==> src/hw/rtl/wps_pkg.sv <==
// Shared types and constants of the WAV PCM stream parser.
// Holds the parser phase, the chunk and result codes, and the event record.
// No dependencies.
package wps_pkg;

	typedef enum logic [2:0] {
		PH_RIFF,
		PH_FSIZE,
		PH_WAVE,
		PH_CID,
		PH_CSIZE,
		PH_FMT,
		PH_SKIP,
		PH_DATA
	} phase_t;

	typedef enum logic [1:0] {
		CK_OTHER,
		CK_FMT,
		CK_DATA
	} chunk_t;

	typedef enum logic [1:0] {
		KIND_SAMPLE = 2'd0,
		KIND_REPORT = 2'd1,
		KIND_STATUS = 2'd2
	} kind_t;

	typedef enum logic [1:0] {
		ST_OK      = 2'd0,
		ST_UNREC   = 2'd1,
		ST_CORRUPT = 2'd2
	} status_t;

	// Four-character tags, first character in the top byte
	localparam logic [31:0] TAG_RIFF = "RIFF";
	localparam logic [31:0] TAG_WAVE = "WAVE";
	localparam logic [31:0] TAG_FMT  = "fmt ";
	localparam logic [31:0] TAG_DATA = "data";

	localparam logic [31:0] FMT_MIN_SIZE = 32'd16;
	localparam logic [15:0] PCM_CODE     = 16'd1;
	localparam logic [7:0]  PCM8_BIAS    = 8'd128;

	// One parsed input byte: an optional sample or report, then an optional status
	typedef struct packed {
		logic        prim_valid;
		kind_t       prim_kind;
		logic [15:0] value;
		logic        chan;
		logic [31:0] rate;
		logic [1:0]  chans;
		logic [15:0] bits;
		logic        st_valid;
		status_t     st;
	} event_t;

	// Character of a tag at byte position pos
	function automatic logic [7:0] tag_byte(input logic [31:0] tag, input logic [1:0] pos);
		return tag[{~pos, 3'b000} +: 8];
	endfunction

endpackage

==> src/hw/rtl/wps_queue.sv <==
// Event queue between the parser front and the result back end.
// Small register file with read and write pointers and a fill count.
// Depends on wps_pkg for the event record.
module wps_queue #(
	parameter int DEPTH = 4
) (
	input  logic            clk,
	input  logic            arst_n,
	input  logic            wr_en,
	input  wps_pkg::event_t wr_data,
	output logic            full,
	input  logic            rd_en,
	output wps_pkg::event_t rd_data,
	output logic            empty
);

	localparam int PW = $clog2(DEPTH);
	localparam int CW = $clog2(DEPTH + 1);

	wps_pkg::event_t mem_q [DEPTH];
	logic [PW-1:0] wr_ptr_q;
	logic [PW-1:0] rd_ptr_q;
	logic [CW-1:0] count_q;

	assign full    = (count_q == CW'(DEPTH));
	assign empty   = (count_q == '0);
	assign rd_data = mem_q[rd_ptr_q];

	// Store an incoming event
	always_ff @(posedge clk) begin
		if (wr_en) begin
			mem_q[wr_ptr_q] <= wr_data;
		end
	end

	// Advance pointers and track the fill level
	always_ff @(posedge clk or negedge arst_n) begin
		if (!arst_n) begin
			wr_ptr_q <= '0;
			rd_ptr_q <= '0;
			count_q  <= '0;
		end else begin
			if (wr_en) begin
				wr_ptr_q <= (wr_ptr_q == PW'(DEPTH - 1)) ? '0 : wr_ptr_q + 1'b1;
			end
			if (rd_en) begin
				rd_ptr_q <= (rd_ptr_q == PW'(DEPTH - 1)) ? '0 : rd_ptr_q + 1'b1;
			end
			if (wr_en && !rd_en) begin
				count_q <= count_q + 1'b1;
			end else if (rd_en && !wr_en) begin
				count_q <= count_q - 1'b1;
			end
		end
	end

endmodule

==> src/hw/rtl/wps_front.sv <==
// Parser front end: walks RIFF/WAVE headers and chunks one byte per request.
// Turns each byte into at most one event record for the back end.
// Depends on wps_pkg for phases, codes, tags and the event record.
module wps_front (
	input  logic            clk,
	input  logic            arst_n,
	input  logic            accept,
	input  logic [7:0]      data_byte,
	input  logic            start_of_file,
	input  logic            end_of_file,
	output logic            ev_valid,
	output wps_pkg::event_t ev
);

	// Parser state
	wps_pkg::phase_t phase_q;
	wps_pkg::chunk_t ckind_q;
	logic [4:0]  pos_q;
	logic [31:0] shift_q;
	logic [31:0] rem_q;
	logic        fmt_seen_q;
	logic [1:0]  chans_q;
	logic [12:0] bps_q;
	logic [13:0] frame_q;
	logic [31:0] rate_q;
	logic        cur_ch_q;
	logic [12:0] sidx_q;
	logic [7:0]  low_q;
	logic        done_q;

	// State seen by this byte (cleared on start of file)
	wps_pkg::phase_t c_phase;
	wps_pkg::chunk_t c_ckind;
	logic [4:0]  c_pos;
	logic [31:0] c_shift;
	logic [31:0] c_rem;
	logic        c_fmt_seen;
	logic [1:0]  c_chans;
	logic [12:0] c_bps;
	logic [13:0] c_frame;
	logic [31:0] c_rate;
	logic        c_cur_ch;
	logic [12:0] c_sidx;
	logic [7:0]  c_low;
	logic        c_done;

	// Next state
	wps_pkg::phase_t phase_d;
	wps_pkg::chunk_t ckind_d;
	logic [4:0]  pos_d;
	logic [31:0] shift_d;
	logic [31:0] rem_d;
	logic        fmt_seen_d;
	logic [1:0]  chans_d;
	logic [12:0] bps_d;
	logic [13:0] frame_d;
	logic [31:0] rate_d;
	logic        cur_ch_d;
	logic [12:0] sidx_d;
	logic [7:0]  low_d;
	logic        done_d;

	logic [31:0] sh_new;
	logic [15:0] half;
	logic [1:0]  p2;
	logic [31:0] rem_dec;
	logic [7:0]  pcm8;
	logic        sample_end;
	logic        frame_end;

	assign sh_new  = {data_byte, c_shift[31:8]};
	assign half    = sh_new[31:16];
	assign p2      = c_pos[1:0];
	assign rem_dec = c_rem - 32'd1;
	assign pcm8    = data_byte - wps_pkg::PCM8_BIAS;
	assign sample_end = ({1'b0, c_sidx} + 14'd1) >= {1'b0, c_bps};
	assign frame_end  = sample_end && ((c_chans != 2'd2) || c_cur_ch);
	assign ev_valid   = ev.prim_valid || ev.st_valid;

	// Restart from the reset state on start of file
	always_comb begin
		if (start_of_file) begin
			c_phase    = wps_pkg::PH_RIFF;
			c_ckind    = wps_pkg::CK_OTHER;
			c_pos      = '0;
			c_shift    = '0;
			c_rem      = '0;
			c_fmt_seen = 1'b0;
			c_chans    = '0;
			c_bps      = '0;
			c_frame    = '0;
			c_rate     = '0;
			c_cur_ch   = 1'b0;
			c_sidx     = '0;
			c_low      = '0;
			c_done     = 1'b0;
		end else begin
			c_phase    = phase_q;
			c_ckind    = ckind_q;
			c_pos      = pos_q;
			c_shift    = shift_q;
			c_rem      = rem_q;
			c_fmt_seen = fmt_seen_q;
			c_chans    = chans_q;
			c_bps      = bps_q;
			c_frame    = frame_q;
			c_rate     = rate_q;
			c_cur_ch   = cur_ch_q;
			c_sidx     = sidx_q;
			c_low      = low_q;
			c_done     = done_q;
		end
	end

	// Classify the byte and compute the next parser state
	always_comb begin
		phase_d    = c_phase;
		ckind_d    = c_ckind;
		pos_d      = c_pos;
		shift_d    = c_shift;
		rem_d      = c_rem;
		fmt_seen_d = c_fmt_seen;
		chans_d    = c_chans;
		bps_d      = c_bps;
		frame_d    = c_frame;
		rate_d     = c_rate;
		cur_ch_d   = c_cur_ch;
		sidx_d     = c_sidx;
		low_d      = c_low;
		done_d     = c_done;
		ev         = '0;

		if (!c_done) begin
			shift_d = sh_new;
			unique case (c_phase)
				wps_pkg::PH_RIFF: begin
					if (data_byte != wps_pkg::tag_byte(wps_pkg::TAG_RIFF, p2)) begin
						ev.st_valid = 1'b1;
						ev.st       = wps_pkg::ST_UNREC;
					end else begin
						pos_d = {3'b000, p2 + 2'd1};
						if (p2 == 2'd3) begin
							phase_d = wps_pkg::PH_FSIZE;
						end
					end
				end
				wps_pkg::PH_FSIZE: begin
					pos_d = {3'b000, p2 + 2'd1};
					if (p2 == 2'd3) begin
						phase_d = wps_pkg::PH_WAVE;
					end
				end
				wps_pkg::PH_WAVE: begin
					if (data_byte != wps_pkg::tag_byte(wps_pkg::TAG_WAVE, p2)) begin
						ev.st_valid = 1'b1;
						ev.st       = wps_pkg::ST_UNREC;
					end else begin
						pos_d = {3'b000, p2 + 2'd1};
						if (p2 == 2'd3) begin
							phase_d = wps_pkg::PH_CID;
							pos_d   = '0;
							ckind_d = wps_pkg::CK_OTHER;
						end
					end
				end
				wps_pkg::PH_CID: begin
					if (p2 == 2'd0) begin
						if (data_byte == wps_pkg::tag_byte(wps_pkg::TAG_FMT, p2)) begin
							ckind_d = wps_pkg::CK_FMT;
						end else if (data_byte == wps_pkg::tag_byte(wps_pkg::TAG_DATA, p2)) begin
							ckind_d = wps_pkg::CK_DATA;
						end else begin
							ckind_d = wps_pkg::CK_OTHER;
						end
					end else if (c_ckind == wps_pkg::CK_FMT &&
						data_byte != wps_pkg::tag_byte(wps_pkg::TAG_FMT, p2)) begin
						ckind_d = wps_pkg::CK_OTHER;
					end else if (c_ckind == wps_pkg::CK_DATA &&
						data_byte != wps_pkg::tag_byte(wps_pkg::TAG_DATA, p2)) begin
						ckind_d = wps_pkg::CK_OTHER;
					end
					pos_d = {3'b000, p2 + 2'd1};
					if (p2 == 2'd3) begin
						phase_d = wps_pkg::PH_CSIZE;
					end
				end
				wps_pkg::PH_CSIZE: begin
					pos_d = {3'b000, p2 + 2'd1};
					if (p2 == 2'd3) begin
						if (c_ckind == wps_pkg::CK_FMT && !c_fmt_seen) begin
							// First fmt chunk: read it field by field
							if (sh_new < wps_pkg::FMT_MIN_SIZE) begin
								ev.st_valid = 1'b1;
								ev.st       = wps_pkg::ST_UNREC;
							end else begin
								rem_d   = sh_new;
								phase_d = wps_pkg::PH_FMT;
								pos_d   = '0;
							end
						end else if (c_ckind == wps_pkg::CK_DATA) begin
							if (!c_fmt_seen) begin
								ev.st_valid = 1'b1;
								ev.st       = wps_pkg::ST_CORRUPT;
							end else begin
								// Report the format, end at once if no whole frame
								ev.prim_valid = 1'b1;
								ev.prim_kind  = wps_pkg::KIND_REPORT;
								ev.rate       = c_rate;
								ev.chans      = c_chans;
								ev.bits       = {c_bps, 3'b000};
								if (sh_new < {18'd0, c_frame}) begin
									ev.st_valid = 1'b1;
									ev.st       = wps_pkg::ST_OK;
								end else begin
									rem_d    = sh_new;
									phase_d  = wps_pkg::PH_DATA;
									cur_ch_d = 1'b0;
									sidx_d   = '0;
								end
							end
						end else begin
							// Skip unknown chunks and any later fmt chunk
							rem_d = sh_new;
							if (sh_new == '0) begin
								phase_d = wps_pkg::PH_CID;
								pos_d   = '0;
								ckind_d = wps_pkg::CK_OTHER;
							end else begin
								phase_d = wps_pkg::PH_SKIP;
							end
						end
					end
				end
				wps_pkg::PH_FMT: begin
					rem_d = rem_dec;
					pos_d = c_pos + 5'd1;
					if (c_pos == 5'd1 && half != wps_pkg::PCM_CODE) begin
						ev.st_valid = 1'b1;
						ev.st       = wps_pkg::ST_UNREC;
					end else if (c_pos == 5'd3) begin
						if (half != 16'd1 && half != 16'd2) begin
							ev.st_valid = 1'b1;
							ev.st       = wps_pkg::ST_UNREC;
						end else begin
							chans_d = half[1:0];
						end
					end else if (c_pos == 5'd7) begin
						rate_d = sh_new;
					end else if (c_pos == 5'd15) begin
						if (half == '0 || half[2:0] != 3'd0) begin
							ev.st_valid = 1'b1;
							ev.st       = wps_pkg::ST_UNREC;
						end else begin
							bps_d      = half[15:3];
							frame_d    = (c_chans == 2'd2) ? {half[15:3], 1'b0} : {1'b0, half[15:3]};
							fmt_seen_d = 1'b1;
							if (rem_dec == '0) begin
								phase_d = wps_pkg::PH_CID;
								pos_d   = '0;
								ckind_d = wps_pkg::CK_OTHER;
							end else begin
								phase_d = wps_pkg::PH_SKIP;
							end
						end
					end
				end
				wps_pkg::PH_SKIP: begin
					rem_d = rem_dec;
					if (rem_dec == '0) begin
						phase_d = wps_pkg::PH_CID;
						pos_d   = '0;
						ckind_d = wps_pkg::CK_OTHER;
					end
				end
				wps_pkg::PH_DATA: begin
					rem_d = rem_dec;
					// Emit 8-bit samples at once, wider ones on their second byte
					if (c_bps == 13'd1) begin
						ev.prim_valid = 1'b1;
						ev.prim_kind  = wps_pkg::KIND_SAMPLE;
						ev.value      = {{8{pcm8[7]}}, pcm8};
						ev.chan       = c_cur_ch;
					end else if (c_sidx == 13'd0) begin
						low_d = data_byte;
					end else if (c_sidx == 13'd1) begin
						ev.prim_valid = 1'b1;
						ev.prim_kind  = wps_pkg::KIND_SAMPLE;
						ev.value      = {data_byte, c_low};
						ev.chan       = c_cur_ch;
					end
					if (sample_end) begin
						sidx_d = '0;
						if (c_chans == 2'd2) begin
							cur_ch_d = ~c_cur_ch;
						end
					end else begin
						sidx_d = c_sidx + 13'd1;
					end
					// Stop when less than a whole frame is left
					if (frame_end && rem_dec < {18'd0, c_frame}) begin
						ev.st_valid = 1'b1;
						ev.st       = wps_pkg::ST_OK;
					end
				end
				default: begin
					ev.st_valid = 1'b1;
					ev.st       = wps_pkg::ST_CORRUPT;
				end
			endcase

			// Early end of file
			if (!ev.st_valid && end_of_file) begin
				ev.st_valid = 1'b1;
				if (phase_d == wps_pkg::PH_RIFF || phase_d == wps_pkg::PH_FSIZE ||
					phase_d == wps_pkg::PH_WAVE) begin
					ev.st = wps_pkg::ST_UNREC;
				end else begin
					ev.st = wps_pkg::ST_CORRUPT;
				end
			end
			if (ev.st_valid) begin
				done_d = 1'b1;
			end
		end
	end

	// Update parser state on each accepted request
	always_ff @(posedge clk or negedge arst_n) begin
		if (!arst_n) begin
			phase_q    <= wps_pkg::PH_RIFF;
			ckind_q    <= wps_pkg::CK_OTHER;
			pos_q      <= '0;
			shift_q    <= '0;
			rem_q      <= '0;
			fmt_seen_q <= 1'b0;
			chans_q    <= '0;
			bps_q      <= '0;
			frame_q    <= '0;
			rate_q     <= '0;
			cur_ch_q   <= 1'b0;
			sidx_q     <= '0;
			low_q      <= '0;
			done_q     <= 1'b0;
		end else if (accept) begin
			phase_q    <= phase_d;
			ckind_q    <= ckind_d;
			pos_q      <= pos_d;
			shift_q    <= shift_d;
			rem_q      <= rem_d;
			fmt_seen_q <= fmt_seen_d;
			chans_q    <= chans_d;
			bps_q      <= bps_d;
			frame_q    <= frame_d;
			rate_q     <= rate_d;
			cur_ch_q   <= cur_ch_d;
			sidx_q     <= sidx_d;
			low_q      <= low_d;
			done_q     <= done_d;
		end
	end

endmodule

==> src/hw/rtl/wps_back.sv <==
// Result back end: expands queued events into single results.
// Holds one result in an output register that the consumer pops.
// Depends on wps_pkg for the event record and result codes.
module wps_back (
	input  logic               clk,
	input  logic               arst_n,
	input  wps_pkg::event_t    ev,
	input  logic               ev_empty,
	output logic               ev_pop,
	input  logic               pop,
	output logic               empty,
	output logic [1:0]         kind,
	output logic signed [15:0] sample_value,
	output logic               channel,
	output logic [31:0]        sample_rate,
	output logic [1:0]         channel_count,
	output logic [15:0]        sample_bits,
	output logic [1:0]         status,
	output logic               last
);

	logic               out_valid_q;
	logic               tail_q;
	logic               tail_d;
	logic               take;
	logic               send_status;
	logic [1:0]         kind_q;
	logic signed [15:0] value_q;
	logic               chan_q;
	logic [31:0]        rate_q;
	logic [1:0]         chans_q;
	logic [15:0]        bits_q;
	logic [1:0]         status_q;
	logic               last_q;

	assign empty         = !out_valid_q;
	assign kind          = kind_q;
	assign sample_value  = value_q;
	assign channel       = chan_q;
	assign sample_rate   = rate_q;
	assign channel_count = chans_q;
	assign sample_bits   = bits_q;
	assign status        = status_q;
	assign last          = last_q;

	// Pick the next result: the sample or report first, then the status
	always_comb begin
		take        = !ev_empty && (!out_valid_q || pop);
		send_status = tail_q || !ev.prim_valid;
		ev_pop      = 1'b0;
		tail_d      = tail_q;
		if (take) begin
			if (send_status) begin
				ev_pop = 1'b1;
				tail_d = 1'b0;
			end else if (ev.st_valid) begin
				tail_d = 1'b1;
			end else begin
				ev_pop = 1'b1;
			end
		end
	end

	// Hold the valid flag and the tail marker
	always_ff @(posedge clk or negedge arst_n) begin
		if (!arst_n) begin
			out_valid_q <= 1'b0;
			tail_q      <= 1'b0;
		end else begin
			tail_q <= tail_d;
			if (take) begin
				out_valid_q <= 1'b1;
			end else if (pop) begin
				out_valid_q <= 1'b0;
			end
		end
	end

	// Load the result register
	always_ff @(posedge clk) begin
		if (take) begin
			if (send_status) begin
				kind_q   <= wps_pkg::KIND_STATUS;
				value_q  <= '0;
				chan_q   <= 1'b0;
				rate_q   <= '0;
				chans_q  <= '0;
				bits_q   <= '0;
				status_q <= ev.st;
				last_q   <= 1'b1;
			end else begin
				kind_q   <= ev.prim_kind;
				value_q  <= ev.value;
				chan_q   <= ev.chan;
				rate_q   <= ev.rate;
				chans_q  <= ev.chans;
				bits_q   <= ev.bits;
				status_q <= '0;
				last_q   <= !ev.st_valid;
			end
		end
	end

endmodule

==> src/hw/rtl/wav_pcm_stream_parser.sv <==
// Top level of the WAV PCM stream parser: front end, event queue, back end.
// Depends on wps_pkg, wps_front, wps_queue and wps_back.
//
//   channel  | direction | handshake      | payload
//   ---------+-----------+----------------+---------------------------------------------
//   input    | in        | push / full    | data_byte, start_of_file, end_of_file
//   results  | out       | pop / empty    | kind, sample_value, channel, sample_rate,
//            |           |                | channel_count, sample_bits, status, last
//
// One byte is accepted per cycle while the event queue has room; the front end
// updates its state in the same cycle and queues at most one event per byte.
// A result is registered once its event heads the queue and the output register
// is free or popped; a byte's two results (sample or report, then status) come in turn.
// full rises only when the QUEUE_DEPTH-entry event queue fills under result stall.
// arst_n clears all parser and queue state; no clearing pass is needed.
module wav_pcm_stream_parser #(
	parameter int QUEUE_DEPTH = 4
) (
	input  logic               clk,
	input  logic               arst_n,
	input  logic               push,
	output logic               full,
	input  logic [7:0]         data_byte,
	input  logic               start_of_file,
	input  logic               end_of_file,
	output logic               empty,
	input  logic               pop,
	output logic [1:0]         kind,
	output logic signed [15:0] sample_value,
	output logic               channel,
	output logic [31:0]        sample_rate,
	output logic [1:0]         channel_count,
	output logic [15:0]        sample_bits,
	output logic [1:0]         status,
	output logic               last
);

	logic            accept;
	logic            ev_valid;
	wps_pkg::event_t ev_in;
	wps_pkg::event_t ev_head;
	logic            ev_empty;
	logic            ev_pop;

	assign accept = push && !full;

	wps_front u_front (
		.clk           (clk),
		.arst_n        (arst_n),
		.accept        (accept),
		.data_byte     (data_byte),
		.start_of_file (start_of_file),
		.end_of_file   (end_of_file),
		.ev_valid      (ev_valid),
		.ev            (ev_in)
	);

	wps_queue #(
		.DEPTH (QUEUE_DEPTH)
	) u_queue (
		.clk     (clk),
		.arst_n  (arst_n),
		.wr_en   (accept && ev_valid),
		.wr_data (ev_in),
		.full    (full),
		.rd_en   (ev_pop),
		.rd_data (ev_head),
		.empty   (ev_empty)
	);

	wps_back u_back (
		.clk           (clk),
		.arst_n        (arst_n),
		.ev            (ev_head),
		.ev_empty      (ev_empty),
		.ev_pop        (ev_pop),
		.pop           (pop),
		.empty         (empty),
		.kind          (kind),
		.sample_value  (sample_value),
		.channel       (channel),
		.sample_rate   (sample_rate),
		.channel_count (channel_count),
		.sample_bits   (sample_bits),
		.status        (status),
		.last          (last)
	);

endmodule

==> config.mk <==
export PLATFORM = sky130hd
export DESIGN_NAME = wav_pcm_stream_parser
export DESIGN_NICKNAME = d
export VERILOG_FILES = /design/src/hw/rtl/wps_pkg.sv /design/src/hw/rtl/wps_queue.sv /design/src/hw/rtl/wps_front.sv /design/src/hw/rtl/wps_back.sv /design/src/hw/rtl/wav_pcm_stream_parser.sv
export SDC_FILE = /design/constraint.sdc
export NUM_CORES = 1
export LEC_CHECK = 0
export BUFFER_PORTS_ARGS = -buffer_cell sky130_fd_sc_hd__buf_2
export CORE_MARGIN = 2
export CORE_UTILIZATION = 35
export DETAILED_ROUTE_END_ITERATION = 8
export PLACE_DENSITY = 0.63
export REMOVE_ABC_BUFFERS = 1
export SYNTH_ARGS = -nofsm -noshare
export SYNTH_HDL_FRONTEND = slang
export SYNTH_HIERARCHICAL = 1
export SYNTH_SLANG_ARGS = --single-unit
==> constraint.sdc <==
create_clock -name clk -period 6.1 [get_ports clk]
set_clock_uncertainty 0.1 [all_clocks]
set_input_delay 0.915 -clock clk [delete_from_list [all_inputs] [get_ports clk]]
set_output_delay 0.915 -clock clk [all_outputs]
set_load 0.02 [all_outputs]
==> results of run 1 <==
-- cells in the final DEF (no fill, tap or decap), types with 31 or more instances in the layout --
cell	count
inv_1	35
nand3_1	38
nand2_1	192
and2_1	110
nor4_1	31
buf_4	42
o21ai_0	123
a21oi_1	90
nor2b_1	33
nor2_1	130
buf_2	85
ha_1	56
a22o_1	48
nor3_1	37
edfxtp_1	364
o2bb2ai_1	36
clkbuf_16	58
mux4_2	73
dfrtp_1	158
a22oi_1	37
-- through the flow --
stage | cell area (um2) | setup WS, ns | power (mW)
CTS | 28960 | 0.8785 | 13.52
floorplan | 24740 | -1.253 | 8.253
finish | 28960 | 0.8286 | 13.43
detailed placement | 26900 | 0.2916 | 9.786
global placement | 26900 | 0.3967 | 9.700
global route | 28960 | 0.5115 | 14.15
-- worst reg2reg max path: cells and delay by family (launching register included) --
family	cells	cell delay, ns
and+or+nand+nor	11	2.16
adders and majority gates	4	0.97
AOI/OAI and AO/OA	5	0.76
DFF	1	0.43
buffers and inverters	3	0.35
xor gates and xnor gates	2	0.32
-- sequential cells by signal, summed over array words and instances (netlist names), 2 cells and up --
register              flops
u_front/bps_q            13
u_front/rate_q           32
u_queue/count_q           3
u_front/rem_q            32
u_front/pos_q             5
u_back/sample_rate       32
u_back/kind               2
u_back/status             2
u_back/sample_bits       16
u_front/shift_q          24
u_front/phase_q           3
u_front/frame_q          14
u_front/chans_q           2
u_queue/mem_q           292
u_back/channel_count      2
u_front/sidx_q           13
u_back/sample_value      16
u_front/low_q             8
u_front/ckind_q           2
u_queue/rd_ptr_q          2
u_queue/wr_ptr_q          2
-- routing by layer --
metal  vias to the layer above  GRT usage (%)
li1                       7926              -
met1                      8738          24.33
met2                       624          27.79
met3                       116          3.465
met4                         0          4.702
met5                         -              0
-- logic make-up after synthesis --
logic type	count (synthesis)	synth area share [%]
multiplexers	96	7.380
XOR/XNOR	31	1.066
flip-flops	524	58.65
buffers and inverters	193	3.444
AND/OR/NAND/NOR	704	14.39
adder cells (fa/ha/maj)	57	2.830
other	1	0.01473
AO/OA/AOI/OAI	468	12.23
-- synthesized netlist by cell type (14+ instances only) --
master / number
clkbuf_1: 106
o21a_1: 14
and3_1: 16
inv_1: 36
nor2_1: 131
o21ai_0: 123
o22ai_1: 16
buf_2: 14
xnor2_1: 16
nand4_1: 18
nor3b_1: 15
nand2_1: 192
dfrtp_1: 160
edfxtp_1: 364
a22oi_1: 37
and2_1: 114
o2bb2ai_1: 36
mux2i_1: 19
buf_1: 15
nor4_1: 31
nor2b_1: 34
nand3_1: 38
buf_6: 15
xor2_1: 15
nor3_1: 37
a21oi_1: 91
a22o_1: 48
ha_1: 56
mux4_2: 73
-- power groups by stage --
| stage | registers [mW] | logic (mW) | clock network [mW] |
|---|---|---|---|
| after global placement | 5.33 | 4.37 | 0 |
| after floorplan | 5.54 | 2.72 | 0 |
| after CTS | 5.27 | 4.47 | 3.78 |
| after detailed placement | 5.34 | 4.45 | 0 |
| after global routing | 5.35 | 4.88 | 3.92 |
| final | 5.29 | 4.45 | 3.70 |
-- layout make-up --
cell class                 count  share of cell area (%)
inverter                      37                  0.4795
tap                          950                   4.104
clock inverter                38                   1.694
sequential                   524                   51.58
clock buffer                  70                   5.409
multi-input combinational   1360                   33.51
timing repair buffer         137                   3.219
-- final timing paths --
| path | to | cells after the start | slack [ns] | start |
|---|---|---|---|---|
| setup / recovery | u_queue/count_q[2] | 27 | 0.83 | start_of_file |
| hold / removal | u_front/sidx_q[10] | 1 | 0.21 | arst_n |
| setup reg to reg | u_queue/count_q[2] | 25 | 0.94 | u_front/sidx_q[0] |
| hold reg to reg | u_queue/count_q[2] | 1 | 0.39 | u_queue/count_q[2] |
| max in group asynchronous | u_front/frame_q[8] | 2 | 4.54 | arst_n |
| min in group clk | u_back/out_valid_q | 2 | 0.39 | pop |
==> summary.txt, run 1 <==
Critical path
  • Crit path max fanout: 13
  • CP Data Arrival Time: 5.72 ns
  • CP required: 6.55 ns
  • Most common cell type on the critical path: ha_1
  • Crit-path leading delay family: simple AND/OR/NAND/NOR gates
  • Worst setup SP type: primary input
  • Slowest cell on crit path: fa_1
  • Setup Crit Path Kind: in -> reg
  • Worst Path Buf+Inv: 5
  • CP peak stage delay: 0.37 ns
  • CP endpoint kind: flop

Power
  • Static leakage: roughly 11 nW
  • Pint: 8.542 mW
  • Clock power share: 27.5%
  • Power density cells: 463.9 nW/um2
  • Switching Fraction: 36.42%
  • Part of the power in combinational logic: 33.1%
  • Maximum vdd drop: about 0.23 mV
  • Sequential Power Share: 39.4%
  • Switch Pwr: 4.893 mW

Synthesis
  • Syn Inst Count: 2074
  • Yosys top cell by area: edfxtp_1
  • Sequential-to-total area share from yosys stat: 58.65%
  • Async set-reset flop share out of synthesis: 30.53%
  • Synth Warn #: 6
  • Synthesized flop and latch total: 524
  • Post-synth EDFFs: 364
  • Post-synth top area share: 42.92%
  • Post-synth cell types: 83
  • Synthesized cell area: 25460 um2
  • Synthesized area per cell: 12.28 um2
  • Ranking of synthesized cells by area: edfxtp_1 43%, dfrtp_1 16%, mux4_2 6.5%, nand2_1 2.8%, and2_1 2.8%
  • Main synth FF type: edfxtp_1

Timing
  • Slew @ Worst Pin: 1.187 ns
  • Min cycle time layout: 5.271 ns
  • WHS: 0.2080 ns
  • Unrepaired setup endpoints after global routing: false
  • Slew Limit Fails: 0
  • Max Fclk: 189.7 MHz
  • Setup violations, final: 0
  • Final number of hold-violating endpoints: 0
  • Crit share post-route: 86.42%
  • Fin Setup TNS: 0 ns
  • Slew HR: between 20% and 30%

Die
  • Die Wd: 273.7 um
  • Site Rows: 98
  • IO Pins: 88
  • Core Footprint: 71730 um2
  • Die area: 74930 um2
  • Initial core utilization: a little over a third
  • Die Ht: about 270 um

Layout
  • Area grow syn2layout: 13.73%
  • Final core utilization: about two fifths
  • Sequential cell area: 14940 um2
  • Fill count: about 6700
  • Ant diodes: 0
  • Multi-input logic area: 9706 um2
  • Layout cells sized above 1: 16.48%
  • Final #Nets: between 2000 and 2500
  • Final Non-Filler Cells: 3116

Route
  • Via/cell ratio: roughly 5.6
  • DRT met1 WL: 28910 um
  • Via count: 17404
  • Detail Route Antenna Nets: 0
  • Routed len/inst: 21.12 um
  • Total Wirelength: between 60000 and 70000 um
  • Highest Signal Layer: met4
  • TritonRoute pass-1 iters: 6
  • DRC: 0
  • Met3 WL: 4646 um
  • DR iter-0 viols: between 1500 and 2000
  • Met2 WL: approximately 31000 um

CTS
  • Max clock buf depth: 3
  • # Post-CTS Setup Buffers: 0
  • Root buf cell: clkbuf_16
  • Hold-fix buffer count after cts: 0
  • Post-CTS Resized: 0
  • CTS tree: done
  • Clock sinks: approximately 520
  • TritonCTS Buffers: between 50 and 60
  • Worst-path clk slew: about 0.060 ns
  • Clock latency on the worst-skew pair: between 0.6 and 0.7 ns
  • H-tree Lvls: 2

Placed design
  • DP HPWL: about 43000 um
  • GPL Wtd Cong: around 0.91
  • I/O Buffers: 87
  • Placed cells: 3008

Global route
  • Initial antenna violation count: 0
  • Tot GR Track Use: 17.46%
  • First-pass GRT wire length: about 100000 um
  • Largest net degree at the start of global routing: 116
  • Number of global-route vias before repair: roughly 17000
  • Remaining global-route overflow: 0

Outcome
  • Status: finished clean

Worst hold path
  • Hold Path Class: in -> async

Run
  • Max-Cap Viols: 0
(Power assumes the default switching activity.)
==> run 2: changes to the inputs <==
--- a/config.mk
+++ b/config.mk
@@ -8,8 +8,9 @@
 export BUFFER_PORTS_ARGS = -buffer_cell sky130_fd_sc_hd__buf_2
 export CORE_MARGIN = 2
 export CORE_UTILIZATION = 35
+export CTS_CLUSTER_DIAMETER = 200
 export DETAILED_ROUTE_END_ITERATION = 8
-export PLACE_DENSITY = 0.63
+export PLACE_DENSITY = 0.61
 export REMOVE_ABC_BUFFERS = 1
 export SYNTH_ARGS = -nofsm -noshare
 export SYNTH_HDL_FRONTEND = slang
==> constraint.sdc (replaced) <==
create_clock -name clk -period 6 [get_ports clk]
set_clock_uncertainty 0.1 [all_clocks]
set_input_delay 0.9 -clock clk [delete_from_list [all_inputs] [get_ports clk]]
set_output_delay 0.9 -clock clk [all_outputs]
set_load 0.02 [all_outputs]
==> run 2 against run 1 <==
  * Largest power group unchanged
  * Combinational power increased by 3%
  * Non-clock buffer count up 20
  * Design area decreased by 0.18%
  * Highest routed layer unchanged
  * Hold slack worse by 0.031 ns
  * Die area is the same
  * Via count is 0.11% higher
  * First-iteration DRC count shrank 6.0%
  * Sequential share of layout area up 0.092 points
  * Critical path depth decreased by 7
  * Worst setup slack better by 0.0022 ns
==> summary.txt, run 2 (synthesis results as in run 1) <==
Critical path
  • CP Data Arrival Time: 5.62 ns (was 5.72 ns)
  • Most common cell type on the critical path: ha_1 (unchanged)
  • RR Endpoint: u_queue/count_q[2] (unchanged)
  • CP endpoint kind: flop (unchanged)
  • Worst setup SP type: flop (was primary input)
  • CP peak stage delay: 0.55 ns (was 0.37 ns)
  • Slowest cell on crit path: dfrtp_1 (was fa_1)
  • Reg-to-Reg Start: u_front/rem_q[1] (was u_front/sidx_q[0])
  • FF-to-FF path depth: 20 (was 25)
  • Crit path capture: u_queue/count_q[2] (unchanged)
  • CP cell instances: nand2_1 -> ha_1 -> nor3b_1 -> o21ai_0 -> ha_1 -> or4_1 -> o2111ai_1 -> a21o_1 -> a31oi_1 -> nor4_2 -> nor4_1 -> buf_4 -> o21bai_1 -> and3b_1 -> ha_1 -> inv_1 -> fa_1 -> xor2_1 -> nor2_1 -> xor2_1
  • Setup Crit Path Kind: reg -> reg (was in -> reg)
  • Crit path max fanout: 9 (was 13)
  • Reg2reg setup slack: 0.83 ns (was 0.94 ns)
  • CP Launch Point: u_front/rem_q[1] (was start_of_file)
  • CP required: 6.45 ns (was 6.55 ns)

Global route
  • Largest net degree at the start of global routing: 99 (was 116)
  • First-pass GRT wire length: 103900 um (was 102900 um)
  • Number of global-route vias before repair: 17413 (was 17247)
  • Initial antenna violation count: 0 (unchanged)
  • Remaining global-route overflow: 0 (unchanged)
  • Tot GR Track Use: 17.63% (was 17.46%)

Power
  • Power density cells: 462.1 nW/um2 (was 463.9 nW/um2)
  • Clock power share: 25.7% (was 27.5%)
  • Maximum vdd drop: 0.2982 mV (was 0.2306 mV)
  • Switching Fraction: 36.82% (was 36.42%)
  • Static leakage: 10.69 nW (was 10.67 nW)
  • Pint: 8.440 mW (was 8.542 mW)
  • Sequential Power Share: 39.9% (was 39.4%)
  • Part of the power in combinational logic: 34.4% (was 33.1%)
  • Switch Pwr: 4.919 mW (was 4.893 mW)

CTS
  • Max clock buf depth: 3 (unchanged)
  • TritonCTS Buffers: 57 (unchanged)
  • Root buf cell: clkbuf_16 (unchanged)
  • Worst-path clk slew: 0.07 ns (was 0.06 ns)
  • CTS tree: done (unchanged)
  • Hold-fix buffer count after cts: 0 (unchanged)
  • # Post-CTS Setup Buffers: 0 (unchanged)
  • Clock sinks: 524 (unchanged)
  • Clock latency on the worst-skew pair: 0.63 ns (about the same)
  • H-tree Lvls: 2 (unchanged)
  • Post-CTS Resized: 0 (unchanged)

Timing
  • Setup violations, final: 0 (unchanged)
  • Slew @ Worst Pin: 1.099 ns (was 1.187 ns)
  • Unrepaired setup endpoints after global routing: false (unchanged)
  • WHS: 0.1773 ns (was 0.2080 ns)
  • Final number of hold-violating endpoints: 0 (unchanged)
  • Slew HR: 26.04% (was 20.25%)
  • Min cycle time layout: 5.169 ns
  • Slew Limit Fails: 0 (unchanged)
  • Crit share post-route: a little under nine tenths
  • Max Fclk: 193.5 MHz
  • Fin Setup TNS: 0 ns (unchanged)

Layout
  • Commonest cells after routing, fill and taps aside: 364 x edfxtp_1, 192 x nand2_1, 158 x dfrtp_1, 130 x nor2_1, 123 x o21ai_0 (unchanged)
  • Most common cell after layout, fill and taps aside: edfxtp_1 (unchanged)
  • Post-route cell area: 28910 um2 (was 28960 um2)
  • Top reg by flops: u_queue/mem_q (unchanged)
  • Ant diodes: 0 (unchanged)
  • Final Non-Filler Cells: 3134 (was 3116)
  • Area grow syn2layout: 13.53% (was 13.73%)
  • Final #Nets: 2208 (was 2188)
  • Max reg flops: 292 (unchanged)
  • Layout cells sized above 1: 17.12% (was 16.48%)

Route
  • DRC: 0 (unchanged)
  • Via count: 17423 (was 17404)
  • Total Wirelength: 66120 um (was 65810 um)
  • Routed len/inst: 21.10 um (was 21.12 um)
  • DR iter-0 viols: 1573 (was 1674)
  • TritonRoute pass-1 iters: 6 (unchanged)
  • Detail Route Antenna Nets: 0 (unchanged)
  • Via/cell ratio: 5.559 (was 5.585)

Placed design
  • Post-placement cell area: 27050 um2 (was 26900 um2)
  • Placed cells: 3028 (was 3008)
  • DP HPWL: 44280 um (was 43370 um)
  • GPL Wtd Cong: 0.8949 (was 0.9066)
  • I/O Buffers: 87 (unchanged)

Die
  • Site Rows: 98 (unchanged)
  • Core Footprint: 71730 um2 (unchanged)
  • Die area: 74930 um2 (unchanged)
  • Die Wd: 273.7 um (unchanged)
  • Die Ht: 273.7 um (unchanged)
  • Initial core utilization: 35.50% (unchanged)
  • IO Pins: 88 (unchanged)

Run
  • Max-Cap Viols: 0 (unchanged)

Outcome
  • Status: finished clean (unchanged)

Worst hold path
  • Hold Path Class: in -> async (unchanged)
run 2: worst max-delay path: cells and delay by family (launching register included):
kind	cells	cell delay [ns]
adders and majority gates	4	1.20
xor gates and xnor gates	2	0.32
buffers and inverters	2	0.22
and+or+nand+nor	7	1.67
AOI/OAI and AO/OA	5	1.03
DFF	1	0.55
run 2: through the flow:
stage               utilization (%)  setup slack (ns)  power [mW]
floorplan                         -            -1.338       8.378
global placement              37.71            0.2445       9.935
detailed placement            37.71            0.2685       9.993
CTS                           40.29            0.8793       13.46
global route                  40.30            0.4808       14.12
finish                        40.30            0.8308       13.36
run 2: how the worst min path moves through the flow:
stage                                start                 to  slack, ns
final                               arst_n  u_front/sidx_q[8]       0.18
after global routing                arst_n  u_front/sidx_q[8]       0.23
after CTS                           arst_n  u_front/sidx_q[7]       0.20
after detailed placement  u_front/bps_q[6]   u_front/bps_q[6]       0.38
after global placement    u_front/bps_q[6]   u_front/bps_q[6]       0.38
after floorplan           u_front/bps_q[6]   u_front/bps_q[6]       0.35
run 2: power by group through the flow:
stage                     Combinational (mW)  Clock, mW  Sequential [mW]
final                                   4.59       3.43             5.34
after global placement                  4.55          0             5.39
after floorplan                         2.78          0             5.60
after CTS                               4.61       3.52             5.33
after global routing                    5.04       3.66             5.42
after detailed placement                4.59          0             5.40
run 2: layout make-up:
class,count,area [um2]
multi-input cells,1360,9707
flip-flops and latches,524,14940
repair buffers,157,1082
inverters,37,138.9
well taps,950,1189
clock buffers,76,1609
fillers,6705,42820
clock inverters,30,245.2
run 2: routing by layer:
metal | wire [um] | global-route usage (%) | vias up
met4 | 1432 | 4.630 | 0
li1 | - | - | 7952
met5 | 0 | 0 | -
met1 | 29610 | 24.70 | 8757
met3 | 4243 | 2.693 | 107
met2 | 30830 | 28.59 | 607
==> run 3: changes to the inputs <==
--- a/config.mk
+++ b/config.mk
@@ -14,5 +14,4 @@
 export REMOVE_ABC_BUFFERS = 1
 export SYNTH_ARGS = -nofsm -noshare
 export SYNTH_HDL_FRONTEND = slang
-export SYNTH_HIERARCHICAL = 1
 export SYNTH_SLANG_ARGS = --single-unit
==> constraint.sdc (replaced) <==
create_clock -name clk -period 6.7 [get_ports clk]
set_clock_uncertainty 0.1 [all_clocks]
set_input_delay 1.005 -clock clk [delete_from_list [all_inputs] [get_ports clk]]
set_output_delay 1.005 -clock clk [all_outputs]
set_load 0.05 [all_outputs]
==> run 3 against run 2 <==
  * Critical path depth fell by 1
  * Worst setup slack gained 0.65 ns
  * Synthesized area fell by 4.5%
  * Flip-flop and latch count fell by 19
  * Non-clock buffer count fell by 19
  * Die area decreased by 4.4%
  * Wire length fell by 1.7%
  * Register-to-register slack improved by 0.81 ns
==> summary.txt, run 3 <==
Layout
  • Final #Nets: 2134 (was 2208)
  • Ant diodes: 0 (unchanged)
  • Top reg by flops: u_queue.mem_q (was u_queue/mem_q)
  • Max reg flops: 276 (was 292)
  • Commonest cells after routing, fill and taps aside: 345 x edfxtp_1, 246 x nand2_1, 158 x dfrtp_1, 141 x o21ai_0, 102 x a21oi_1 (was 364 x edfxtp_1, 192 x nand2_1, 158 x dfrtp_1, 130 x nor2_1, 123 x o21ai_0)
  • Layout cells sized above 1: 15.40% (was 17.12%)
  • Area grow syn2layout: 13.73% (was 13.53%)
  • Final Non-Filler Cells: 3042 (was 3134)
  • Most common cell after layout, fill and taps aside: edfxtp_1 (unchanged)
  • Final core utilization: 40.27% (was 40.30%)

Synthesis
  • Post-Synth Simple-Gate Area: 14.43% (was 14.39%)
  • Main combinational cell family by area after synthesis: simple AND/OR/NAND/NOR gates (unchanged)
  • Adder-Cell Fraction of Synth Area: 2.963% (was 2.830%)
  • Top cells by instance count after synthesis: 345 x edfxtp_1, 246 x nand2_1, 160 x dfrtp_1, 141 x o21ai_0, 119 x clkbuf_1 (was 364 x edfxtp_1, 192 x nand2_1, 160 x dfrtp_1, 131 x nor2_1, 123 x o21ai_0)
  • Cell with the most instances after synthesis: edfxtp_1 (unchanged)
  • Yosys top cell by area: edfxtp_1 (unchanged)
  • Sequential-to-total area share from yosys stat: 59.05% (was 58.65%)
  • Async set-reset flop share out of synthesis: 31.68% (was 30.53%)
  • Post-synth cell types: 80 (was 83)
  • Synthesized cell area: 24330 um2 (was 25460 um2)
  • Syn Inst Count: 2013 (was 2074)
  • Synthesized area per cell: 12.08 um2 (was 12.28 um2)
  • Synthesized flop and latch total: 505 (was 524)
  • Post-synth EDFFs: 345 (was 364)
  • Mux cell area share after synthesis: 7.684% (was 7.380%)
  • Main synth FF type: edfxtp_1 (unchanged)
  • Synth Warn #: 0 (was 6)
  • XOR/XNOR Fraction of Synth Area: 1.152% (was 1.066%)
  • Post-synth top area share: 42.59% (was 42.92%)
  • Ranking of synthesized cells by area: edfxtp_1 43%, dfrtp_1 16%, mux4_2 6.4%, nand2_1 3.8%, o21ai_0 2.9% (was edfxtp_1 43%, dfrtp_1 16%, mux4_2 6.5%, nand2_1 2.8%, and2_1 2.8%)
  • Compound-Gate Fraction of Synth Area: 11.84% (was 12.23%)

Outcome
  • Status: finished clean (unchanged)

CTS
  • Post-CTS Resized: 0 (unchanged)
  • # Post-CTS Setup Buffers: 0 (unchanged)
  • CTS tree: done (unchanged)
  • Clock sinks: 505 (was 524)
  • Root buf cell: clkbuf_16 (unchanged)
  • H-tree Lvls: 2 (unchanged)
  • Worst-path clk slew: 0.06 ns (was 0.07 ns)
  • TritonCTS Buffers: 56 (was 57)
  • Max clock buf depth: 3 (unchanged)
  • Hold-fix buffer count after cts: 0 (unchanged)
  • Clock latency on the worst-skew pair: 0.62 ns (was 0.63 ns)

Die
  • Site Rows: 96 (was 98)
  • IO Pins: 88 (unchanged)
  • Core Footprint: 68710 um2 (was 71730 um2)
  • Initial core utilization: 35.41% (was 35.50%)
  • Die area: 71630 um2 (was 74930 um2)
  • Die Ht: 267.6 um (was 273.7 um)
  • Die Wd: 267.6 um (was 273.7 um)

Critical path
  • Reg2reg setup slack: 1.64 ns (was 0.83 ns)
  • Reg-to-Reg Start: u_front.rem_q[4] (was u_front/rem_q[1])
  • FF-to-FF path depth: 14 (was 20)
  • CP Data Arrival Time: 5.62 ns (about the same)
  • CP peak stage delay: 0.61 ns (was 0.55 ns)
  • CP required: 7.10 ns (was 6.45 ns)
  • Crit path capture: u_queue.count_q[1] (was u_queue/count_q[2])
  • CP cell instances: buf_4 -> nand2b_1 -> inv_1 -> ha_1 -> nand2_1 -> nor4_1 -> nand2_1 -> xnor2_1 -> ha_1 -> nor2b_1 -> a311o_1 -> a211oi_1 -> a211oi_1 -> a211oi_2 -> a21oi_4 -> ha_1 -> inv_1 -> fa_1 -> mux2_2 (was nand2_1 -> ha_1 -> nor3b_1 -> o21ai_0 -> ha_1 -> or4_1 -> o2111ai_1 -> a21o_1 -> a31oi_1 -> nor4_2 -> nor4_1 -> buf_4 -> o21bai_1 -> and3b_1 -> ha_1 -> inv_1 -> fa_1 -> xor2_1 -> nor2_1 -> xor2_1)
  • Crit path max fanout: 10 (was 9)
  • Worst setup SP type: primary input (was flop)
  • RR Endpoint: u_queue.count_q[2] (was u_queue/count_q[2])
  • Most common cell type on the critical path: ha_1 (unchanged)
  • CP Launch Point: start_of_file (was u_front/rem_q[1])
  • Setup Crit Path Kind: in -> reg (was reg -> reg)
  • CP endpoint kind: flop (unchanged)
  • Slowest cell on crit path: nor4_1 (was dfrtp_1)

Placed design
  • Placed cells: 2936 (was 3028)
  • I/O Buffers: 84 (was 87)
  • DP HPWL: 41840 um (was 44280 um)
  • GPL Wtd Cong: 0.9404 (was 0.8949)

Timing
  • Min cycle time layout: 5.220 ns
  • Slew Limit Fails: 0 (unchanged)
  • Max Fclk: between 150 and 200 MHz
  • Final number of hold-violating endpoints: 0 (unchanged)
  • Fin Setup TNS: 0 ns (unchanged)
  • Unrepaired setup endpoints after global routing: false (unchanged)
  • Slew @ Worst Pin: 1.232 ns (was 1.099 ns)
  • Setup violations, final: 0 (unchanged)
  • Slew HR: 17.12% (was 26.04%)
  • Crit share post-route: 77.90%
  • WHS: 0.3855 ns (was 0.1773 ns)

Route
  • Detail Route Antenna Nets: 0 (unchanged)
  • Via count: 16991 (was 17423)
  • DR iter-0 viols: 1461 (was 1573)
  • DRC: 0 (unchanged)
  • Total Wirelength: 64980 um (was 66120 um)
  • Routed len/inst: 21.36 um (was 21.10 um)
  • TritonRoute pass-1 iters: 5 (was 6)
  • Via/cell ratio: 5.585 (was 5.559)

Global route
  • GRT met3 Usage: 2.712% (was 2.693%)
  • Largest net degree at the start of global routing: 85 (was 99)
  • Tot GR Track Use: 18.13% (was 17.63%)
  • Met2 Use GR: 28.89% (was 28.59%)
  • GR Util met1: 25.51% (was 24.70%)
  • Remaining global-route overflow: 0 (unchanged)
  • Initial antenna violation count: 1 (was 0)
  • Number of global-route vias before repair: 16806 (was 17413)
  • GRT Max-Usage Layer: met2 (unchanged)
  • First-pass GRT wire length: 101200 um (was 103900 um)

Power
  • Static leakage: 10.32 nW (was 10.69 nW)
  • Pwr Total: 10.82 mW (was 13.36 mW)
  • Power density cells: 391.1 nW/um2 (was 462.1 nW/um2)
  • Maximum vdd drop: 0.2138 mV (was 0.2982 mV)

Run
  • Max-Cap Viols: 0 (unchanged)

Worst hold path
  • Hold Path Class: in -> async (unchanged)
-- run 3: worst min path at each step --
stage | from | endpoint | slack (ns) | cells after the start
finish | arst_n | u_front.phase_q[2] | 0.39 | 1
global route | u_queue.count_q[2] | u_queue.count_q[2] | 0.42 | 1
CTS | u_queue.count_q[2] | u_queue.count_q[2] | 0.39 | 1
detailed placement | u_queue.count_q[2] | u_queue.count_q[2] | 0.37 | 1
global placement | u_queue.count_q[2] | u_queue.count_q[2] | 0.37 | 1
floorplan | u_front.frame_q[10] | u_front.frame_q[10] | 0.35 | 2
-- run 3: critical path: cells and delay by family --
| family | cells | cell delay, ns |
|---|---|---|
| AO/OA/AOI/OAI | 5 | 1.33 |
| AND/OR/NAND/NOR | 5 | 1.21 |
| adder cells (fa/ha/maj) | 4 | 1.15 |
| buffers and inverters | 3 | 0.36 |
| XOR/XNOR | 1 | 0.27 |
| multiplexers | 1 | 0.27 |
-- run 3: power breakdown --
group / switching (mW) / leakage, nW / internal (mW)
registers: 0.472 / 5.36 / 4.05
logic: 2.16 / 4.05 / 1.14
clock network: 1.28 / 0.899 / 1.72
-- run 3: stage by stage --
stage	instance area (um2)	worst slack, ns
after global placement	25850	1.095
after floorplan	23750	-0.5121
final	27670	1.480
after CTS	27670	1.568
after global routing	27670	1.223
after detailed placement	25850	0.9596
-- run 3: layout make-up --
class	count	area (um2)
Fill cell	6542	41040
Sequential cell	505	14370
Multi-Input combinational cell	1331	9300
Clock buffer	74	1593
Tap cell	931	1165
Timing Repair Buffer	138	897.1
Clock inverter	32	225.2
Inverter	31	116.4
-- run 3: cells by family (layout without fill, tap and decap cells) --
kind of cell / after synthesis / after routing
AO/OA/AOI/OAI: 446 / 446
XOR/XNOR: 32 / 32
flip-flops: 505 / 505
buffers and inverters: 179 / 275
multiplexers: 100 / 100
AND/OR/NAND/NOR: 693 / 693
adder cells (fa/ha/maj): 57 / 57
other: 1 / 3
-- run 3: layer usage --
metal | up-vias | share of wire, %
li1 | 7696 | -
met1 | 8585 | 44
met2 | 574 | 46
met3 | 134 | 6.3
met4 | 2 | 2.8
met5 | - | 0.020
